--- src/hw/rtl/rqs_pkg.sv ---
// Shared types and constants for the request queue scheduler.
// Entry layout, controller command/status bundles, state and code names.
// No dependencies.
package rqs_pkg;

   localparam int DEPTH_DEFAULT = 16;

   // register map (index = word address)
   localparam logic REG_POLICY   = 1'b0;
   localparam logic REG_CAPACITY = 1'b1;

   localparam logic       POLICY_RESET   = 1'b0;
   localparam logic [4:0] CAPACITY_RESET = 5'd16;

   localparam logic CMD_PUSH = 1'b0;
   localparam logic CMD_POP  = 1'b1;

   localparam logic POLICY_FIFO     = 1'b0;
   localparam logic POLICY_SMALLEST = 1'b1;

   localparam logic [1:0] STATUS_OK    = 2'd0;
   localparam logic [1:0] STATUS_FULL  = 2'd1;
   localparam logic [1:0] STATUS_EMPTY = 2'd2;

   typedef struct packed {
      logic [15:0] handle;
      logic [31:0] name_tag;
      logic [31:0] file_size;
   } entry_type;

   typedef enum logic [1:0] {
      ST_IDLE,
      ST_SCAN,
      ST_SHIFT,
      ST_DONE
   } state_type;

   typedef struct packed {
      logic accept;       // latch the request word, do the push
      logic scan_run;     // read entries in order, keep the pick
      logic shift_start;  // last compare seen, aim at the entry behind the pick
      logic shift_run;    // move entries down one slot
      logic finish;       // drop the popped entry from the count
      logic load_rsp;     // move the result into the output register
   } ctrl_cmd_type;

   typedef struct packed {
      logic is_pop;
      logic empty;
      logic issue_done;
      logic rd_valid;
      logic last_cmp;
      logic rsp_free;
   } ctrl_stat_type;

endpackage

--- src/hw/rtl/rqs_ctrl.sv ---
// Sequencer for the request queue scheduler: accept, scan, close up, respond.
// Depends on rqs_pkg.
module rqs_ctrl (
   input  logic                  clock,
   input  logic                  reset,
   input  logic                  req_valid,
   output logic                  req_ready,
   input  rqs_pkg::ctrl_stat_type stat,
   output rqs_pkg::ctrl_cmd_type  cmd
);

   rqs_pkg::state_type state_ff, state_in;

   always_ff @(posedge clock) begin
      if (reset) begin
         state_ff <= rqs_pkg::ST_IDLE;
      end else begin
         state_ff <= state_in;
      end
   end

   always_comb begin
      state_in  = state_ff;
      cmd       = '0;
      req_ready = 1'b0;
      case (state_ff)
         rqs_pkg::ST_IDLE: begin
            req_ready = 1'b1;
            if (req_valid) begin
               cmd.accept = 1'b1;
               state_in   = (stat.is_pop && !stat.empty) ? rqs_pkg::ST_SCAN
                                                         : rqs_pkg::ST_DONE;
            end
         end
         rqs_pkg::ST_SCAN: begin
            cmd.scan_run = 1'b1;
            if (stat.last_cmp) begin
               cmd.shift_start = 1'b1;
               state_in        = rqs_pkg::ST_SHIFT;
            end
         end
         rqs_pkg::ST_SHIFT: begin
            cmd.shift_run = 1'b1;
            if (stat.issue_done && !stat.rd_valid) begin
               cmd.finish = 1'b1;
               state_in   = rqs_pkg::ST_DONE;
            end
         end
         rqs_pkg::ST_DONE: begin
            if (stat.rsp_free) begin
               cmd.load_rsp = 1'b1;
               state_in     = rqs_pkg::ST_IDLE;
            end
         end
         default: begin
            state_in = rqs_pkg::ST_IDLE;
         end
      endcase
   end

endmodule

--- config.mk ---
export PLATFORM = sky130hd
export DESIGN_NAME = rqs_ctrl
export DESIGN_NICKNAME = d
export VERILOG_FILES = /design/src/hw/rtl/rqs_pkg.sv /design/src/hw/rtl/rqs_ctrl.sv
export SDC_FILE = /design/constraint.sdc
export NUM_CORES = 1
export LEC_CHECK = 0
export ABC_AREA = 0
export BUFFER_PORTS_ARGS = -buffer_cell sky130_fd_sc_hd__buf_4
export CAP_MARGIN = 20
export CORE_AREA = 10 10 47 49
export DETAILED_ROUTE_END_ITERATION = 7
export DIE_AREA = 0 0 57 59
export PLACE_DENSITY = 0.52
export SLEW_MARGIN = 20
export SYNTH_ARGS = -nofsm -noshare
export SYNTH_HDL_FRONTEND = slang
export SYNTH_SLANG_ARGS = --single-unit
--- constraint.sdc ---
create_clock -name clock -period 1.7 [get_ports clock]
set_input_delay 0.085 -clock clock [delete_from_list [all_inputs] [get_ports clock]]
set_output_delay 0.085 -clock clock [all_outputs]
set_load 0.02 [all_outputs]
Word-level counts from Yosys, hierarchy flattened --
Cells that the tools add are included.
Word-level totals: flip-flop bits (word level) 2, bits of input ports 9, output and inout port bits 7, word-level logic and storage cells 29
Cells by class: equality and inequality tests 7, multiplexer cells 15, reductions and logical operators 6
Operator list (count):
- 2-bit two-way mux | 7
- 2-bit != test, second input constant | 4
- 2-bit one-hot mux with 4 select lines | 1
- 1-bit two-way mux | 7
- 2-bit == test, second input constant | 2
- 4-bit AND reduction | 1
- 2-bit by 1-bit == test with 1-bit output, second input constant | 1
- 1-bit logical AND | 2
- 1-bit logical NOT | 2
- 2-bit logical NOT | 1

Logic depth before layout (Yosys ltp) --
Gate-level depths: netlist (run 1).
word-level depth 5, gate-level depth with buffers 5, depth with buffers taken out 5

Worst setup path before layout (run 1) --
OpenSTA, ideal clock, no wires.
kind reg2reg, start register state_ff[1], end register state_ff[0], setup time 0.060 ns, arrival time 1.409 ns, required time 1.640 ns, path slack 0.231 ns, cell stages (with the launch flop) 6, path buffers 0, clock period less this slack 1.469 ns, cells stage by stage dfxtp_1 -> inv_1 -> ha_1 -> and2b_4 -> a2111oi_4 -> o221a_1
Between the ends: cells in the longest elaborated chain, start to end 3, elaborated cells on any way between the ends 10, those cells by class eq/ne: 7; mux: 1; reduce/logical: 2
Ends and longest elaborated chain:
- start, declared | RTL line rqs_ctrl.sv:12 | rqs_pkg::state_type state_ff, state_in;
- start signal, assigned | RTL line rqs_ctrl.sv:16 | state_ff <= rqs_pkg::ST_IDLE;
- start signal, assigned | RTL line rqs_ctrl.sv:18 | state_ff <= state_in;
- 2-bit == test, or another cell as far along | RTL line rqs_ctrl.sv:26 | case (state_ff)
- 2-bit != test (no line)
- 4-bit AND reduction (no line)
Parallel ways exist; a longest one is shown, timed or not. A chain may end at the register's enable or synchronous reset.

Worst setup path in the final report (run 1) --
start register state_ff[1], end register state_ff[1]
The elaborated chain is that of the path after synthesis.

==> run_results.csv, run 1 <==
group,metric,value,unit
timing,setup_tns,0,ns
critical_path,critical_path_required,1.85,ns
global_route,gr-total-overflow,0,
route,detail_route.first_pass.iterations,2,
critical_path,worstSetupPathType,"flop to flop",
cts,clkTransAtPathRegs,0.03,ns
timing,timing.final.hold_violations,0,
cts,cts_htree_levels,1,
timing,final_worst_path_period_share,85.8,%
route,detailroute.via_count,248,
global_route,grt_pass1_vias,282,
route,detailed_route_vias_per_instance,4.07,
yosys,async_reset_ff_share,0,%
yosys,dominantRegCellSynth,"sky130_fd_sc_hd__dfxtp_1",
layout,largest-register,"state_ff",
timing,slew_headroom,80.7,%
power,p_per_area,1330,nW/um^2
job,maxCapViolCount,0,
route,detail-route-antenna-nets,0,
placed_design,placed_cells,58,
cts,clock_sink_total,2,
critical_path,critical_path_peak_fanout,5,
cts,worst_skew_pair.late_latency,0.22,ns
timing,setup_repair_after_global_routing_missed_its_margin,"false",
critical_path,max_stage_delay,0.39,ns
yosys,synth_seq_area_share,15.0,%
layout,largest_register_ff_count,2,
placed_design,port_buffers,15,
cts,cts.hold.buffers_added,0,
yosys,yosys_warning_total,0,
timing,final-max-slew-violation-count,0,
cts,cts_setup_buffers,0,
layout,fillCellCount,165,
layout,reg.largest.list,"state_ff: 2 flops",
timing,period_needed,1.46,ns
floorplan,die_width,57,um
timing,achievable-frequency,685,MHz
global_route,gr-usage-all-layers,4.19,%
global_route,first_pass_grt_wire_length,1.15,mm
layout,final_nets,61,
global_route,grtUsageMet2,6.20,%
global_route,grt_start_max_net_pins,7,
power,power_leakage,0.000217,uW
global_route,grt_use_met1,4.38,%
critical_path,critical_path_arrival,1.61,ns
cts,cts-resized-gates,0,
yosys,synth.distinct_cells,17,
layout,finalNonFillerCells,61,
floorplan,floorplan.die_area,3360,um^2
floorplan,initial_core_utilization,19.1,%
floorplan,fp-row-count,14,
floorplan,io-pin-count,16,
layout,drive_above_1_share,51.1,%
yosys,synthDominantCellAreaShare,23.4,%
min_path,holdCritPathClass,"input port to flop",
critical_path,worstSetupStartpointType,"flop",
critical_path,critical_path_cell_with_the_highest_stage_delay,"sky130_fd_sc_hd__dfxtp_1",
yosys,postSynthAreaPerCell,9.92,um^2
critical_path,critPathCaptureType,"flop",
route,route.detailed.drc,0,
yosys,yosys-top-cells-count,"5 x sky130_fd_sc_hd__ha_1, 4 x sky130_fd_sc_hd__inv_1, 3 x sky130_fd_sc_hd__and2_1",
global_route,antenna_found_initial,0,
critical_path,buffering_stage_count_on_the_worst_path_with_inverters_included,1,
critical_path,crit_chain,"inv_1, ha_1, and2b_4, a2111oi_4, mux2i_1",
placed_design,routabilityCongestion,0.674,
global_route,busiest_layer,"met2",
yosys,synthTopCellsByArea,"sky130_fd_sc_hd__ha_1 23%, sky130_fd_sc_hd__dfxtp_1 15%, sky130_fd_sc_hd__a2111oi_4 10%, sky130_fd_sc_hd__and2_1 7.0%, sky130_fd_sc_hd__inv_1 5.6%",
placed_design,hpwl,550,um
timing,worst-slew-pin-transition,0.290,ns
critical_path,critical_path.top_delay_family,"flip-flops",
cts,clock_tree.buffer_depth,2,
yosys,mappedNetlistArea,268,um^2
route,detail_route.wirelength,617,um
cts,numCtsBuffers,3,
yosys,yosys.cell_count.top_type,"sky130_fd_sc_hd__ha_1",
layout,flow.area_growth_from_synthesis,57.9,%
yosys,synth_fp_nets,41,
route,drt_first_iter_violations,4,
cts,ctsRootBufferMaster,"sky130_fd_sc_hd__clkbuf_4",
yosys,ys_seq_elements,2,
yosys,synth_enable_flop_cells,0,
critical_path,reg2reg_slack,0.24,ns
floorplan,fp.coreArea,1400,um^2
timing,fin_hold_ws,0.149,ns
cts,tritoncts,"done",
run_status,status,"finished, final reports clean",
route,wl_per_cell,10.1,um
timing,setup_violations,0,
yosys,postSynthCellCount,27,
layout,antennaDiodeCount,0,
floorplan,die_h,59,um
global_route,global_route.usage.met3,2.36,%
power,max-vdd-ir-drop,0.000384,V
yosys,post-synth-top-area-cell,"sky130_fd_sc_hd__ha_1",
timing,worst_clock_skew,0.00170,ns
placed cells by master, fill, tap and decap left out, types with 2 or more instances in the layout:
master                     Yosys  routed
sky130_fd_sc_hd__buf_4         0      15
sky130_fd_sc_hd__ha_1          5       5
sky130_fd_sc_hd__inv_1         4       4
sky130_fd_sc_hd__and2_1        3       3
sky130_fd_sc_hd__clkbuf_4      0       3
sky130_fd_sc_hd__dfxtp_1       2       2
path summary, 6_finish.rpt:
| path | depth (start not counted) | from | to |
|---|---|---|---|
| setup / recovery | 5 | state_ff[1] | state_ff[1] |
| hold / removal | 3 | reset | state_ff[0] |
| setup reg to reg | 5 | state_ff[1] | state_ff[1] |
| hold reg to reg | 2 | state_ff[1] | state_ff[1] |
power by group:
group / leakage (uW) / switching (uW) / internal, uW
combinational: 0.000187 / 183 / 187
sequential: 0.0000166 / 22.5 / 66.3
clock: 0.0000138 / 26.1 / 77.8
logic make-up (layout without fill, tap and decap cells):
| group | after synthesis | count (layout) | share of synthesized area [%] |
|---|---|---|---|
| compound gates | 4 | 4 | 20.6 |
| fa+ha+maj | 5 | 5 | 23.4 |
| buf+inv | 4 | 22 | 5.61 |
| flops | 2 | 2 | 15.0 |
| mux | 1 | 1 | 3.74 |
| simple gates | 11 | 11 | 31.8 |
cell type report:
type / count / area (um^2) / area share (%)
sequential: 2 / 40.0 / 9.47
tap: 16 / 20.0 / 4.73
clock buffer: 3 / 22.5 / 5.33
multi-input combinational: 21 / 213 / 50.3
timing repair buffer: 15 / 113 / 26.6
inverter: 4 / 15.0 / 3.55
metrics by stage:
step                      util [%]  instance area [um^2]  total power [uW]  setup slack [ns]
after CTS                     30.2                   423               581             0.222
after global routing          30.2                   423               628            0.0955
after detailed placement      28.6                   400               471             0.225
after global placement        28.6                   400               472             0.223
after floorplan                  -                   268               353             0.231
final                         30.2                   423               563             0.241
metal layers:
| metal | vias to the layer above | wire, um |
|---|---|---|
| met4 | 0 | 0 |
| met5 | - | 0 |
| met2 | 10 | 294 |
| li1 | 128 | - |
| met3 | 0 | 53 |
| met1 | 110 | 269 |
worst reg2reg max path, stage by stage (launching register included):
cell                        delay (ns)
sky130_fd_sc_hd__dfxtp_1          0.39
sky130_fd_sc_hd__inv_1            0.09
sky130_fd_sc_hd__ha_1             0.21
sky130_fd_sc_hd__and2b_4          0.18
sky130_fd_sc_hd__a2111oi_4        0.30
sky130_fd_sc_hd__mux2i_1          0.21
Note: power is estimated with default switching activity, not from simulation.
==> inputs of run 2 (changes only) <==
--- a/config.mk
+++ b/config.mk
@@ -12,6 +12,7 @@
 export DETAILED_ROUTE_END_ITERATION = 7
 export DIE_AREA = 0 0 57 59
 export PLACE_DENSITY = 0.52
+export RECOVER_POWER = 25
 export SLEW_MARGIN = 20
 export SYNTH_ARGS = -nofsm -noshare
 export SYNTH_HDL_FRONTEND = slang
==> run_results.csv, run 2 (synthesis gave the netlist of run 1 again) <==
group,metric,value,unit
layout,largest_register_ff_count,2,
placed_design,hpwl,550,um
floorplan,fp-row-count,14,
global_route,antenna_found_initial,0,
power,cell_internal_pwr,322,uW
layout,layout.cells.most_common_list,"13 x sky130_fd_sc_hd__buf_4, 5 x sky130_fd_sc_hd__ha_1, 4 x sky130_fd_sc_hd__inv_1",
floorplan,die_h,59,um
timing,period_needed,1.46,ns
power,comb_power_share,65.2,%
layout,reg.largest.list,"state_ff: 2 flops",
cts,cts_htree_levels,1,
floorplan,initial_core_utilization,19.1,%
timing,worst-slew-pin-transition,0.290,ns
route,wl_per_cell,10.2,um
route,detail_route.wirelength,621,um
layout,finished_cell_area,415,um^2
timing,worst_clock_skew,0.00170,ns
floorplan,io-pin-count,16,
run_status,status,"finished, final reports clean",
min_path,holdCritPathClass,"input port to flop",
global_route,first_pass_grt_wire_length,1.15,mm
placed_design,routabilityCongestion,0.674,
timing,setup_repair_after_global_routing_missed_its_margin,"false",
critical_path,worstSetupStartpointType,"flop",
route,detailroute.via_count,247,
critical_path,critical_path_required,1.85,ns
route,detailed_route_vias_per_instance,4.05,
cts,clock_sink_total,2,
placed_design,port_buffers,15,
power,p_switching,232,uW
global_route,grt_start_max_net_pins,7,
power,p_sw_share,41.9,%
timing,final_worst_path_period_share,85.8,%
cts,clock_tree.buffer_depth,2,
timing,setup_tns,0,ns
timing,final-max-slew-violation-count,0,
layout,fillCellCount,167,
cts,clkTransAtPathRegs,0.03,ns
power,share_clk_of_total_power,18.8,%
global_route,gr-usage-all-layers,4.19,%
floorplan,floorplan.die_area,3360,um^2
power,max-vdd-ir-drop,0.000382,V
layout,final_nets,61,
cts,cts.hold.buffers_added,0,
global_route,grt_pass1_vias,282,
job,maxCapViolCount,0,
layout,flow.area_growth_from_synthesis,55.1,%
floorplan,die_width,57,um
route,drt_first_iter_violations,4,
layout,multi_input_area,213,um^2
route,detail-route-antenna-nets,0,
layout,largest-register,"state_ff",
cts,cts-resized-gates,0,
layout,drive_above_1_share,46.7,%
critical_path,worstSetupPathType,"flop to flop",
layout,antennaDiodeCount,0,
critical_path,critical_path_peak_fanout,5,
floorplan,fp.coreArea,1400,um^2
power,p_per_area,1330,nW/um^2
cts,cts_setup_buffers,0,
layout,seqCellArea,40.0,um^2
timing,achievable-frequency,686,MHz
cts,ctsRootBufferMaster,"sky130_fd_sc_hd__clkbuf_4",
cts,tritoncts,"done",
cts,numCtsBuffers,3,
placed_design,placedInstanceArea,400,um^2
power,power_leakage,0.000209,uW
timing,setup_violations,0,
route,route.detailed.drc,0,
layout,mostFrequentLayoutCell,"sky130_fd_sc_hd__buf_4",
critical_path,critPathCaptureType,"flop",
timing,fin_hold_ws,0.149,ns
cts,worst_skew_pair.late_latency,0.22,ns
critical_path,critical_path_arrival,1.61,ns
power,share_seq_of_total_power,16.0,%
route,detail_route.first_pass.iterations,2,
global_route,gr-total-overflow,0,
timing,slew_headroom,80.7,%
timing,timing.final.hold_violations,0,
==> run 2: cell count changes in the layout (fill, tap and decap cells not counted) <==
| cell | previous run | this run |
|---|---|---|
| sky130_fd_sc_hd__buf_4 | 15 | 13 |
| sky130_fd_sc_hd__clkbuf_1 | 0 | 2 |
==> run 2: metal layers <==
| layer | wire [um] | vias up | GRT usage (%) |
|---|---|---|---|
| met2 | 294 | 10 | 6.20 |
| met4 | 0 | 0 | 3.02 |
| met1 | 273 | 109 | 4.38 |
| met3 | 53 | 0 | 2.36 |
| met5 | 0 | - | 0 |
| li1 | - | 128 | - |
==> run 2: final cells by class <==
type,count,share of cell area [%]
Tap cell,16,4.82
Multi-Input combinational cell,21,51.2
Clock buffer,3,5.42
Inverter,4,3.61
Timing Repair Buffer,15,25.3
Sequential cell,2,9.64
==> run 2: worst paths after layout <==
kind                                   from          end  slack (ns)  cells past startpoint
worst max register to register  state_ff[1]  state_ff[1]        0.24                      5
worst min register to register  state_ff[1]  state_ff[1]        0.52                      2
worst max-delay path            state_ff[1]  state_ff[1]        0.24                      5
worst min-delay path                  reset  state_ff[0]        0.15                      3
==> run 2: critical path, cell delays in order (launching register included) <==
cell and delay [ns]:
sky130_fd_sc_hd__dfxtp_1 0.39, sky130_fd_sc_hd__inv_1 0.09, sky130_fd_sc_hd__ha_1 0.20, sky130_fd_sc_hd__and2b_4 0.18, sky130_fd_sc_hd__a2111oi_4 0.30, sky130_fd_sc_hd__mux2i_1 0.21
==> run 2: per-stage QoR <==
step                std cells  util (%)  total power, uW  setup slack (ns)
finish                     61      29.6              554             0.242
global route               61      29.6              619            0.0955
CTS                        61      30.2              581             0.222
detailed placement         58      28.6              471             0.225
global placement           58      28.6              472             0.223
floorplan                  27         -              353             0.231
==> run 2: power groups by stage <==
stage / clock network [uW] / logic (uW) / registers [uW]
CTS: 111 / 380 / 89.8
global route: 120 / 404 / 94.7
global placement: 0 / 381 / 90.8
floorplan: 0 / 269 / 83.5
detailed placement: 0 / 381 / 90.5
finish: 104 / 361 / 88.9
