===== src/hw/rtl/rqs_pkg.sv =====
// Shared types and constants for the request queue scheduler.
// Entry layout, controller command/status bundles, state and code names.
// No dependencies.
package rqs_pkg;

   localparam int DEPTH_DEFAULT = 16;

   // register map (index = word address)
   localparam logic REG_POLICY   = 1'b0;
   localparam logic REG_CAPACITY = 1'b1;

   localparam logic       POLICY_RESET   = 1'b0;
   localparam logic [4:0] CAPACITY_RESET = 5'd16;

   localparam logic CMD_PUSH = 1'b0;
   localparam logic CMD_POP  = 1'b1;

   localparam logic POLICY_FIFO     = 1'b0;
   localparam logic POLICY_SMALLEST = 1'b1;

   localparam logic [1:0] STATUS_OK    = 2'd0;
   localparam logic [1:0] STATUS_FULL  = 2'd1;
   localparam logic [1:0] STATUS_EMPTY = 2'd2;

   typedef struct packed {
      logic [15:0] handle;
      logic [31:0] name_tag;
      logic [31:0] file_size;
   } entry_type;

   typedef enum logic [1:0] {
      ST_IDLE,
      ST_SCAN,
      ST_SHIFT,
      ST_DONE
   } state_type;

   typedef struct packed {
      logic accept;       // latch the request word, do the push
      logic scan_run;     // read entries in order, keep the pick
      logic shift_start;  // last compare seen, aim at the entry behind the pick
      logic shift_run;    // move entries down one slot
      logic finish;       // drop the popped entry from the count
      logic load_rsp;     // move the result into the output register
   } ctrl_cmd_type;

   typedef struct packed {
      logic is_pop;
      logic empty;
      logic issue_done;
      logic rd_valid;
      logic last_cmp;
      logic rsp_free;
   } ctrl_stat_type;

endpackage


===== src/hw/rtl/rqs_datapath.sv =====
// Datapath for the request queue scheduler: entry store, count, scan and
// close-up address logic, output register. Depends on rqs_pkg.
module rqs_datapath #(
   parameter int DEPTH = rqs_pkg::DEPTH_DEFAULT
) (
   input  logic                   clock,
   input  logic                   reset,
   input  rqs_pkg::ctrl_cmd_type  cmd,
   output rqs_pkg::ctrl_stat_type stat,
   input  logic                   cfg_policy,
   input  logic [4:0]             cfg_capacity,
   input  logic                   req_command,
   input  logic [15:0]            req_request_handle,
   input  logic [31:0]            req_name_tag,
   input  logic [31:0]            req_file_size,
   input  logic                   rsp_ready,
   output logic                   rsp_valid,
   output logic [1:0]             rsp_status,
   output logic [15:0]            rsp_out_handle,
   output logic [31:0]            rsp_out_name_tag,
   output logic [31:0]            rsp_out_file_size,
   output logic [4:0]             rsp_occupancy
);

   localparam int AW = (DEPTH > 1) ? $clog2(DEPTH) : 1;
   localparam int CW = $clog2(DEPTH + 1);

   rqs_pkg::entry_type store_ff [DEPTH];
   rqs_pkg::entry_type rd_data_ff;

   logic [CW-1:0]      count_ff, count_in;
   logic [AW-1:0]      idx_ff, idx_in;
   logic               issue_done_ff, issue_done_in;
   logic               rd_valid_ff, rd_valid_in;
   logic [AW-1:0]      rd_idx_ff, rd_idx_in;
   logic [AW-1:0]      pick_ff, pick_in;
   logic [AW-1:0]      scan_last_ff, scan_last_in;
   rqs_pkg::entry_type best_ff, best_in;
   logic [1:0]         status_ff, status_in;
   logic               rsp_valid_ff, rsp_valid_in;
   rqs_pkg::entry_type rsp_entry_ff, rsp_entry_in;
   logic [1:0]         rsp_status_ff, rsp_status_in;
   logic [4:0]         rsp_occ_ff, rsp_occ_in;

   logic               full, empty, is_pop, issue, take, last_cmp;
   logic [CW-1:0]      count_m1, last_src;
   logic [AW-1:0]      pick_nx;
   logic               wr_en;
   logic [AW-1:0]      wr_addr;
   rqs_pkg::entry_type wr_data;

   always_comb begin
      is_pop   = (req_command == rqs_pkg::CMD_POP);
      empty    = (count_ff == '0);
      full     = (32'(count_ff) >= 32'(cfg_capacity)) || (32'(count_ff) >= 32'(DEPTH));
      count_m1 = count_ff - CW'(1);
      last_src = cmd.shift_run ? count_m1 : CW'(scan_last_ff);
      issue    = (cmd.scan_run || cmd.shift_run) && !issue_done_ff;
      take     = cmd.scan_run && rd_valid_ff &&
                 ((rd_idx_ff == '0) || (rd_data_ff.file_size < best_ff.file_size));
      pick_nx  = take ? rd_idx_ff : pick_ff;
      last_cmp = cmd.scan_run && rd_valid_ff && (rd_idx_ff == scan_last_ff);

      count_in      = count_ff;
      idx_in        = idx_ff;
      issue_done_in = issue_done_ff;
      rd_valid_in   = issue;
      rd_idx_in     = idx_ff;
      pick_in       = pick_nx;
      scan_last_in  = scan_last_ff;
      best_in       = take ? rd_data_ff : best_ff;
      status_in     = status_ff;
      rsp_entry_in  = rsp_entry_ff;
      rsp_status_in = rsp_status_ff;
      rsp_occ_in    = rsp_occ_ff;
      rsp_valid_in  = rsp_ready ? 1'b0 : rsp_valid_ff;

      wr_en   = 1'b0;
      wr_addr = rd_idx_ff - AW'(1);
      wr_data = rd_data_ff;

      // advance the read pointer; stop after the last source entry
      if (issue) begin
         idx_in        = idx_ff + AW'(1);
         issue_done_in = (CW'(idx_ff) == last_src);
      end

      // close up: start reading just behind the pick
      if (cmd.shift_start) begin
         idx_in        = pick_nx + AW'(1);
         issue_done_in = (CW'(pick_nx) == count_m1);
      end

      // each word read during close-up lands one slot lower
      if (cmd.shift_run && rd_valid_ff) begin
         wr_en = 1'b1;
      end

      if (cmd.accept) begin
         best_in       = '0;
         idx_in        = '0;
         issue_done_in = 1'b0;
         scan_last_in  = (cfg_policy == rqs_pkg::POLICY_SMALLEST) ? AW'(count_m1) : '0;
         status_in     = rqs_pkg::STATUS_OK;
         if (is_pop) begin
            if (empty) begin
               status_in = rqs_pkg::STATUS_EMPTY;
            end
         end else if (full) begin
            status_in = rqs_pkg::STATUS_FULL;
         end else begin
            wr_en    = 1'b1;
            wr_addr  = AW'(count_ff);
            wr_data  = '{handle: req_request_handle, name_tag: req_name_tag,
                         file_size: req_file_size};
            count_in = count_ff + CW'(1);
         end
      end

      if (cmd.finish) begin
         count_in = count_m1;
      end

      if (cmd.load_rsp) begin
         rsp_valid_in  = 1'b1;
         rsp_entry_in  = best_ff;
         rsp_status_in = status_ff;
         rsp_occ_in    = 5'(count_ff);
      end
   end

   always_ff @(posedge clock) begin
      if (wr_en) begin
         store_ff[wr_addr] <= wr_data;
      end
      if (issue) begin
         rd_data_ff <= store_ff[idx_ff];
      end
   end

   always_ff @(posedge clock) begin
      if (reset) begin
         count_ff      <= '0;
         issue_done_ff <= 1'b0;
         rd_valid_ff   <= 1'b0;
         rsp_valid_ff  <= 1'b0;
      end else begin
         count_ff      <= count_in;
         issue_done_ff <= issue_done_in;
         rd_valid_ff   <= rd_valid_in;
         rsp_valid_ff  <= rsp_valid_in;
      end
   end

   always_ff @(posedge clock) begin
      idx_ff        <= idx_in;
      rd_idx_ff     <= rd_idx_in;
      pick_ff       <= pick_in;
      scan_last_ff  <= scan_last_in;
      best_ff       <= best_in;
      status_ff     <= status_in;
      rsp_entry_ff  <= rsp_entry_in;
      rsp_status_ff <= rsp_status_in;
      rsp_occ_ff    <= rsp_occ_in;
   end

   always_comb begin
      stat.is_pop     = is_pop;
      stat.empty      = empty;
      stat.issue_done = issue_done_ff;
      stat.rd_valid   = rd_valid_ff;
      stat.last_cmp   = last_cmp;
      stat.rsp_free   = !rsp_valid_ff || rsp_ready;
   end

   assign rsp_valid         = rsp_valid_ff;
   assign rsp_status        = rsp_status_ff;
   assign rsp_out_handle    = rsp_entry_ff.handle;
   assign rsp_out_name_tag  = rsp_entry_ff.name_tag;
   assign rsp_out_file_size = rsp_entry_ff.file_size;
   assign rsp_occupancy     = rsp_occ_ff;

endmodule


===== config.mk =====
export PLATFORM = sky130hd
export DESIGN_NAME = rqs_datapath
export DESIGN_NICKNAME = d
export VERILOG_FILES = /design/src/hw/rtl/rqs_pkg.sv /design/src/hw/rtl/rqs_datapath.sv
export SDC_FILE = /design/constraint.sdc
export NUM_CORES = 1
export LEC_CHECK = 0
export BUFFER_PORTS_ARGS = -buffer_cell sky130_fd_sc_hd__buf_2
export CAP_MARGIN = 0
export CORE_MARGIN = 2
export CORE_UTILIZATION = 40
export CTS_BUF_LIST = sky130_fd_sc_hd__clkbuf_8
export CTS_CLUSTER_DIAMETER = 30
export DETAILED_ROUTE_END_ITERATION = 10
export SKIP_LAST_GASP = 1
export SLEW_MARGIN = 20
export SYNTH_ARGS = -nofsm -noshare
export SYNTH_HDL_FRONTEND = slang
export SYNTH_SLANG_ARGS = --single-unit

===== constraint.sdc =====
create_clock -name clock -period 9.7 [get_ports clock]
set_clock_uncertainty 0.2 [all_clocks]
set_input_delay 1.94 -clock clock [delete_from_list [all_inputs] [get_ports clock]]
set_output_delay 1.94 -clock clock [all_outputs]
set_load 0.03 [all_outputs]

=== Word-level counts from Yosys, hierarchy flattened ===
Memories as Yosys holds them, arrays and structs flattened. A register that Yosys moved wholly into a read port is not among the register bits.
Index checks and enable logic that the tools add are counted.

* Register bits after elaboration: 193
* Memory bits (writable): 1280
* Input bits: 96
* Output and inout port bits: 94
* Word-level logic and storage cells: 76
* Memories: 1

{| class="wikitable"
|+ Memories
! memory !! depth !! bits a word !! rd ports !! clocked after memory_dff !! write ports !! line !! RTL
|-
| store_ff || 16 || 80 || 1 || 1 || 1 || rqs_datapath.sv:28 || <nowiki>rqs_pkg::entry_type store_ff [DEPTH];</nowiki>
|}

* Add/sub/neg operators: 5
* Order comparisons: 3
* Eq/ne operators: 5
* Multiplexer cells: 27
* Reductions and logical operators: 18

{| class="wikitable"
|+ Operator list
! operator !! number
|-
| two-way mux 80 bit || 3
|-
| less-than comparator 32 bit || 1
|-
| two-way mux 5 bit || 5
|-
| two-way mux 4 bit || 6
|-
| two-way mux 1 bit || 11
|-
| equality test 4 x 5 -> 1 bit || 2
|-
| adder 4 x 1 -> 4 bit (second input constant) || 2
|-
| nonzero test 2 bit || 3
|-
| adder 5 x 1 -> 5 bit (second input constant) || 1
|-
| greater-or-equal comparator 5 bit || 1
|-
| greater-or-equal comparator 5 bit (second input constant) || 1
|-
| logical AND 1 bit || 5
|-
| logical NOT 5 bit || 1
|-
| subtractor 5 x 1 -> 5 bit (second input constant) || 1
|-
| equality test 4 bit || 1
|-
| logical NOT 4 bit || 1
|-
| logical OR 1 bit || 4
|-
| two-way mux 2 bit || 2
|-
| != test 2 bit (second input constant) || 2
|-
| subtractor 4 x 1 -> 4 bit (second input constant) || 1
|-
| AND reduction 3 bit || 1
|-
| logical NOT 1 bit || 2
|-
| OR reduction 2 bit || 1
|}

=== Longest topological paths before layout ===
* Depth in word-level cells: 7
* Depth in mapped cells: 15
* Mapped depth without buffers: 14

=== Least setup slack after synthesis ===
No wires, ideal clock.

* Path kind: input -> register
* Start point: input cfg_capacity[0]
* End point: memory store_ff[6][0] (netlist name), enable pin
* Library setup time: 0.519 ns
* Arrival time: 6.964 ns
* Data required time: 8.981 ns
* Slack: 2.017 ns
* Cell stages on the path: 10
* Buffers on the path: 1
* Path through: ha_1 nand2b_1 a21o_1 a21o_1 a21oi_1 o2111ai_1 clkbuf_1 o21ai_0 nand2_1 nor2_1

* Word-level cells in the longest chain between the ends: 7
* Elaborated cells on any way between the ends: 10
* Those cells by class: order compare: 1; mux: 8; reduce/logical: 1

{| class="wikitable"
|+ RTL lines
! what !! line !! RTL
|-
| from (decl) || rqs_datapath.sv:11 || <nowiki>input logic [4:0] cfg_capacity,</nowiki>
|-
| greater-or-equal comparator 5 bit (*) || rqs_datapath.sv:55 || <nowiki>full = (32'(count_ff) >= 32'(cfg_capacity)) || (32'(count_ff) >= 32'(DEPTH));</nowiki>
|-
| logical OR 1 bit (*) || rqs_datapath.sv:55 ||
|-
| two-way mux 1 bit || rqs_datapath.sv:109 || <nowiki>end else if (full) begin</nowiki>
|-
| two-way mux 1 bit || rqs_datapath.sv:105 || <nowiki>if (is_pop) begin</nowiki>
|-
| two-way mux 1 bit || rqs_datapath.sv:99 || <nowiki>if (cmd.accept) begin</nowiki>
|-
| two-way mux 1 bit || rqs_datapath.sv:133 || <nowiki>if (wr_en) begin</nowiki>
|-
| two-way mux 1 bit (not written as such) || rqs_datapath.sv:134 || <nowiki>store_ff[wr_addr] <= wr_data;</nowiki>
|-
| to (decl) || rqs_datapath.sv:28 ||
|}

Every way passes the cells marked *; elsewhere a longest branch is shown, timed or not.

==> results by group <==
Clocking
  – Clock tree from TritonCTS: yes
  – Number of H-tree levels: 5
  – Latest clock arrival within the worst-skew pair: 1.00 ns
  – Longest Clk Path Bufs: 4
  – Total clock sinks: 1553
  – Quantity of gates resized following cts: 0
  – Clock-pin transition on the worst setup and hold timing paths: 0.06 ns
  – Setup fix buffers added after clock tree synthesis: 0
  – CTS Hold Bufs: 0
  – Clock buffers created by TritonCTS: 338
  – Cell at the root of the clock tree: clkbuf_8

Yosys
  – Mapped Area: 59100 µm²
  – Distinct cell type count after synthesis: 54
  – Fraction of synthesis flops using an asynchronous set or reset pin: 0%
  – Cell types with the highest counts after synthesis: 1453 x edfxtp_1, 400 x mux4_2, 148 x nor2_1, 100 x dfxtp_1, 82 x clkbuf_1
  – Most used flip-flop cell after synthesis: edfxtp_1
  – Post-Synthesis Mean Instance Area: 22.4 µm²
  – Most frequent cell after synthesis: edfxtp_1
  – Count of yosys warnings during synthesis: 0
  – Nets in the synthesized netlist: 2781
  – Mapped Cells: 2645
  – Cell types with the largest area share after synthesis: edfxtp_1 74%, mux4_2 15%, dfxtp_1 3.4%, mux2_2 1.5%, nor2_1 0.94%
  – Share of synthesized area occupied by flip-flops and latches: 77.2%
  – Post-synthesis register bit count: 1553
  – Fraction of synthesized cell area taken by the top area cell type: 73.8%
  – Count of flip-flops with a built-in enable after synthesis: 1453
  – Cell type contributing the most total cell area after synthesis: edfxtp_1

Global route
  – Vias in the first global route: 30.3k
  – Wire length of the first global-routing pass: 208000 µm
  – Antenna violations before repair: 13
  – GRT Util Overall: 19.1%
  – Congestion Overflow GR: 0
  – Maximum number of pins on one net before global-route repair: 174

Detailed routing
  – Wire length per cell after detailed routing: 27.2 µm
  – Number of search-and-repair iterations in the first detailed-routing pass: 5
  – Sum of routed wire length over all layers: 144000 µm
  – Remaining antenna violation count: 0
  – Overall via count from detail_route: 28.5k
  – Remaining routing DRC violations: 0
  – Per-cell via count in the routed design: 5.40
  – Initial DRC count: 2693

Critical path
  – Worst r2r src: count_ff[0]
  – Required @ worst endpoint: 7.56 ns
  – Critical Path AT: 3.50 ns
  – Launching element of the worst setup path: count_ff[0]
  – Crit path max fanout: 10
  – Internal reg-to-reg setup slack: 4.23 ns
  – Endpoint type of the worst setup path: primary output
  – Worst setup SP type: register
  – Crit path kind: reg -> out

Timing
  – Total negative slack for setup checks: 0 ns
  – Fmax: 177 MHz
  – Slew Limit Headroom: 22.0%
  – Final critical-path required period: 5.64 ns
  – RSZ-0062 raised after global routing: no
  – Final Hold Viols: 0
  – Max Slew Vio Count: 0
  – Final worst slack: 4.06 ns
  – Worst slew pin tran: 1.17 ns
  – Ratio of final minimum period to clock period: 58.1%
  – Hold Worst Slack: 0.209 ns
  – Final setup vio count: 0

Final layout
  – NumNets Final: 3226
  – Layout cell share with drive strength beyond 1: 37.5%
  – Fillcell total: 11.9k
  – Area growth, synth to finish: 17.8%

Run
  – Number of max-cap violations: 0

Pwr
  – Internal power summed over all cells: 14.1 mW
  – Fraction of power spent switching nets: 27.0%
  – Clock share of power: 38.0%
  – NetSw: 5.22 mW
  – Portion of total power attributed to sequential cells: 46.1%
  – Share of power burned in combinational logic: 15.9%
  – Peak supply drop: 151 µV
  – Leakage power total: 22.7 nW
  – Areal power density over the cells: 277 nW/µm²

Floorplanning
  – Height of the die: 388 µm
  – Core area: 147000 µm²
  – Horizontal extent of the die: 388 µm
  – Die area: 151000 µm²
  – Boundary Pins: 190
  – Starting Density: 40.1%
  – Row cnt: 141

Min path
  – Startpoint of the most critical hold path: best_ff[57]
  – Class of the tightest hold or removal check: reg -> reg

Placed design
  – Setup slack after placement: 3.04 ns
  – I/O Buffers: 189
  – Routability congestion estimate: 0.761
  – DP HPWL: 80500 µm

Run status
  – Run status: completed
[power groups by stage]
stage                     clock network [mW]  logic (mW)  registers, mW
after global placement                     0        2.99           9.00
after floorplan                            0        1.97           8.93
after CTS                               7.49        3.10           8.90
after global routing                    7.82        3.29           8.94
after detailed placement                   0        3.08           9.02
final                                   7.34        3.07           8.89
[path summary, 6_finish.rpt]
path,to,cells past startpoint
worst max-delay path,stat[4],6
worst min register to register,rsp_out_name_tag[25],0
worst min-delay path,rsp_out_name_tag[25],0
worst max register to register,store_ff[6][62],13
[layout by cell type, fill, tap and decap left out, types with 5 or more instances in the layout]
cell type      n
clkinvlp_4    36
clkbuf_8     346
nor2b_1        5
bufinv_16     39
a21oi_1       44
mux4_2       400
mux2_2        81
mux2i_1       53
clkinv_1      50
clkinv_2      63
edfxtp_1    1453
o21ai_0       11
buf_2        187
dfxtp_1       96
a211oi_1       5
nand3_1        9
xor2_1         9
inv_1         94
buf_12         9
nor2_4        17
clkinv_4      14
buf_4         42
nand2_1       22
a21o_1         5
nand2b_1       5
ha_1          40
xnor2_1       14
nor2_1       131
nor3_1         5
[critical path: stages (launching register included)]
cell and delay (ns):
dfxtp_1 0.29, buf_4 0.19, inv_1 0.38, ha_1 0.32, nor3b_1 0.36, nor2b_1 0.64, buf_2 0.32
[kinds of logic after synthesis]
| group | count (synthesis) | synth area share (%) |
|---|---|---|
| flops | 1553 | 77.2 |
| simple gates | 218 | 1.64 |
| xor+xnor | 23 | 0.341 |
| mux | 535 | 17.7 |
| buf+inv | 182 | 1.25 |
| compound gates | 94 | 1.03 |
| fa+ha+maj | 40 | 0.847 |
[routing by layer]
layer  global-route usage [%]  vias to the layer above  share of wire [%]
li1                         -                    11977                  -
met1                     26.2                    15131                 43
met2                     29.2                     1154                 47
met3                     6.05                      235                8.4
met4                     5.94                        8                2.3
met5                        0                        -              0.033
[flip-flops by register name, indices dropped and copies added, names as in the netlist]
name and cells:
best_ff 80, count_ff 5, rd_idx_ff 4, rsp_valid 1
idx_ff 4, rsp_out_name_tag 32, store_ff 1280, rsp_out_file_size 32
rd_data_ff 80, rd_valid_ff 1, status_ff 2, issue_done_ff 1
rsp_status 2, scan_last_ff 4, pick_ff 4, rsp_out_handle 16
rsp_occupancy 5
[metrics by stage]
stage               instances  instance area, µm²  utilization [%]  power (mW)
floorplan                2645               59100                -        10.9
global placement         4678               62600             42.5        12.0
detailed placement       4678               62600             42.5        12.1
CTS                      5277               69600             47.2        19.5
global route             5281               69700             47.3        20.1
finish                   5283               69700             47.3        19.3
[area by class of cell]
cell class / count / area (µm²) / area share [%]
Sequential cell: 1553 / 45600 / 65.5
Clock buffer: 346 / 4760 / 6.84
Clock inverter: 253 / 2290 / 3.28
Antenna cell: 4 / 10.0 / 0.0144
Tap cell: 1930 / 2410 / 3.47
Timing Repair Buffer: 239 / 1460 / 2.09
Inverter: 48 / 180 / 0.259
Multi-Input combinational cell: 910 / 12900 / 18.5
Power figures use the tool's default switching activity.
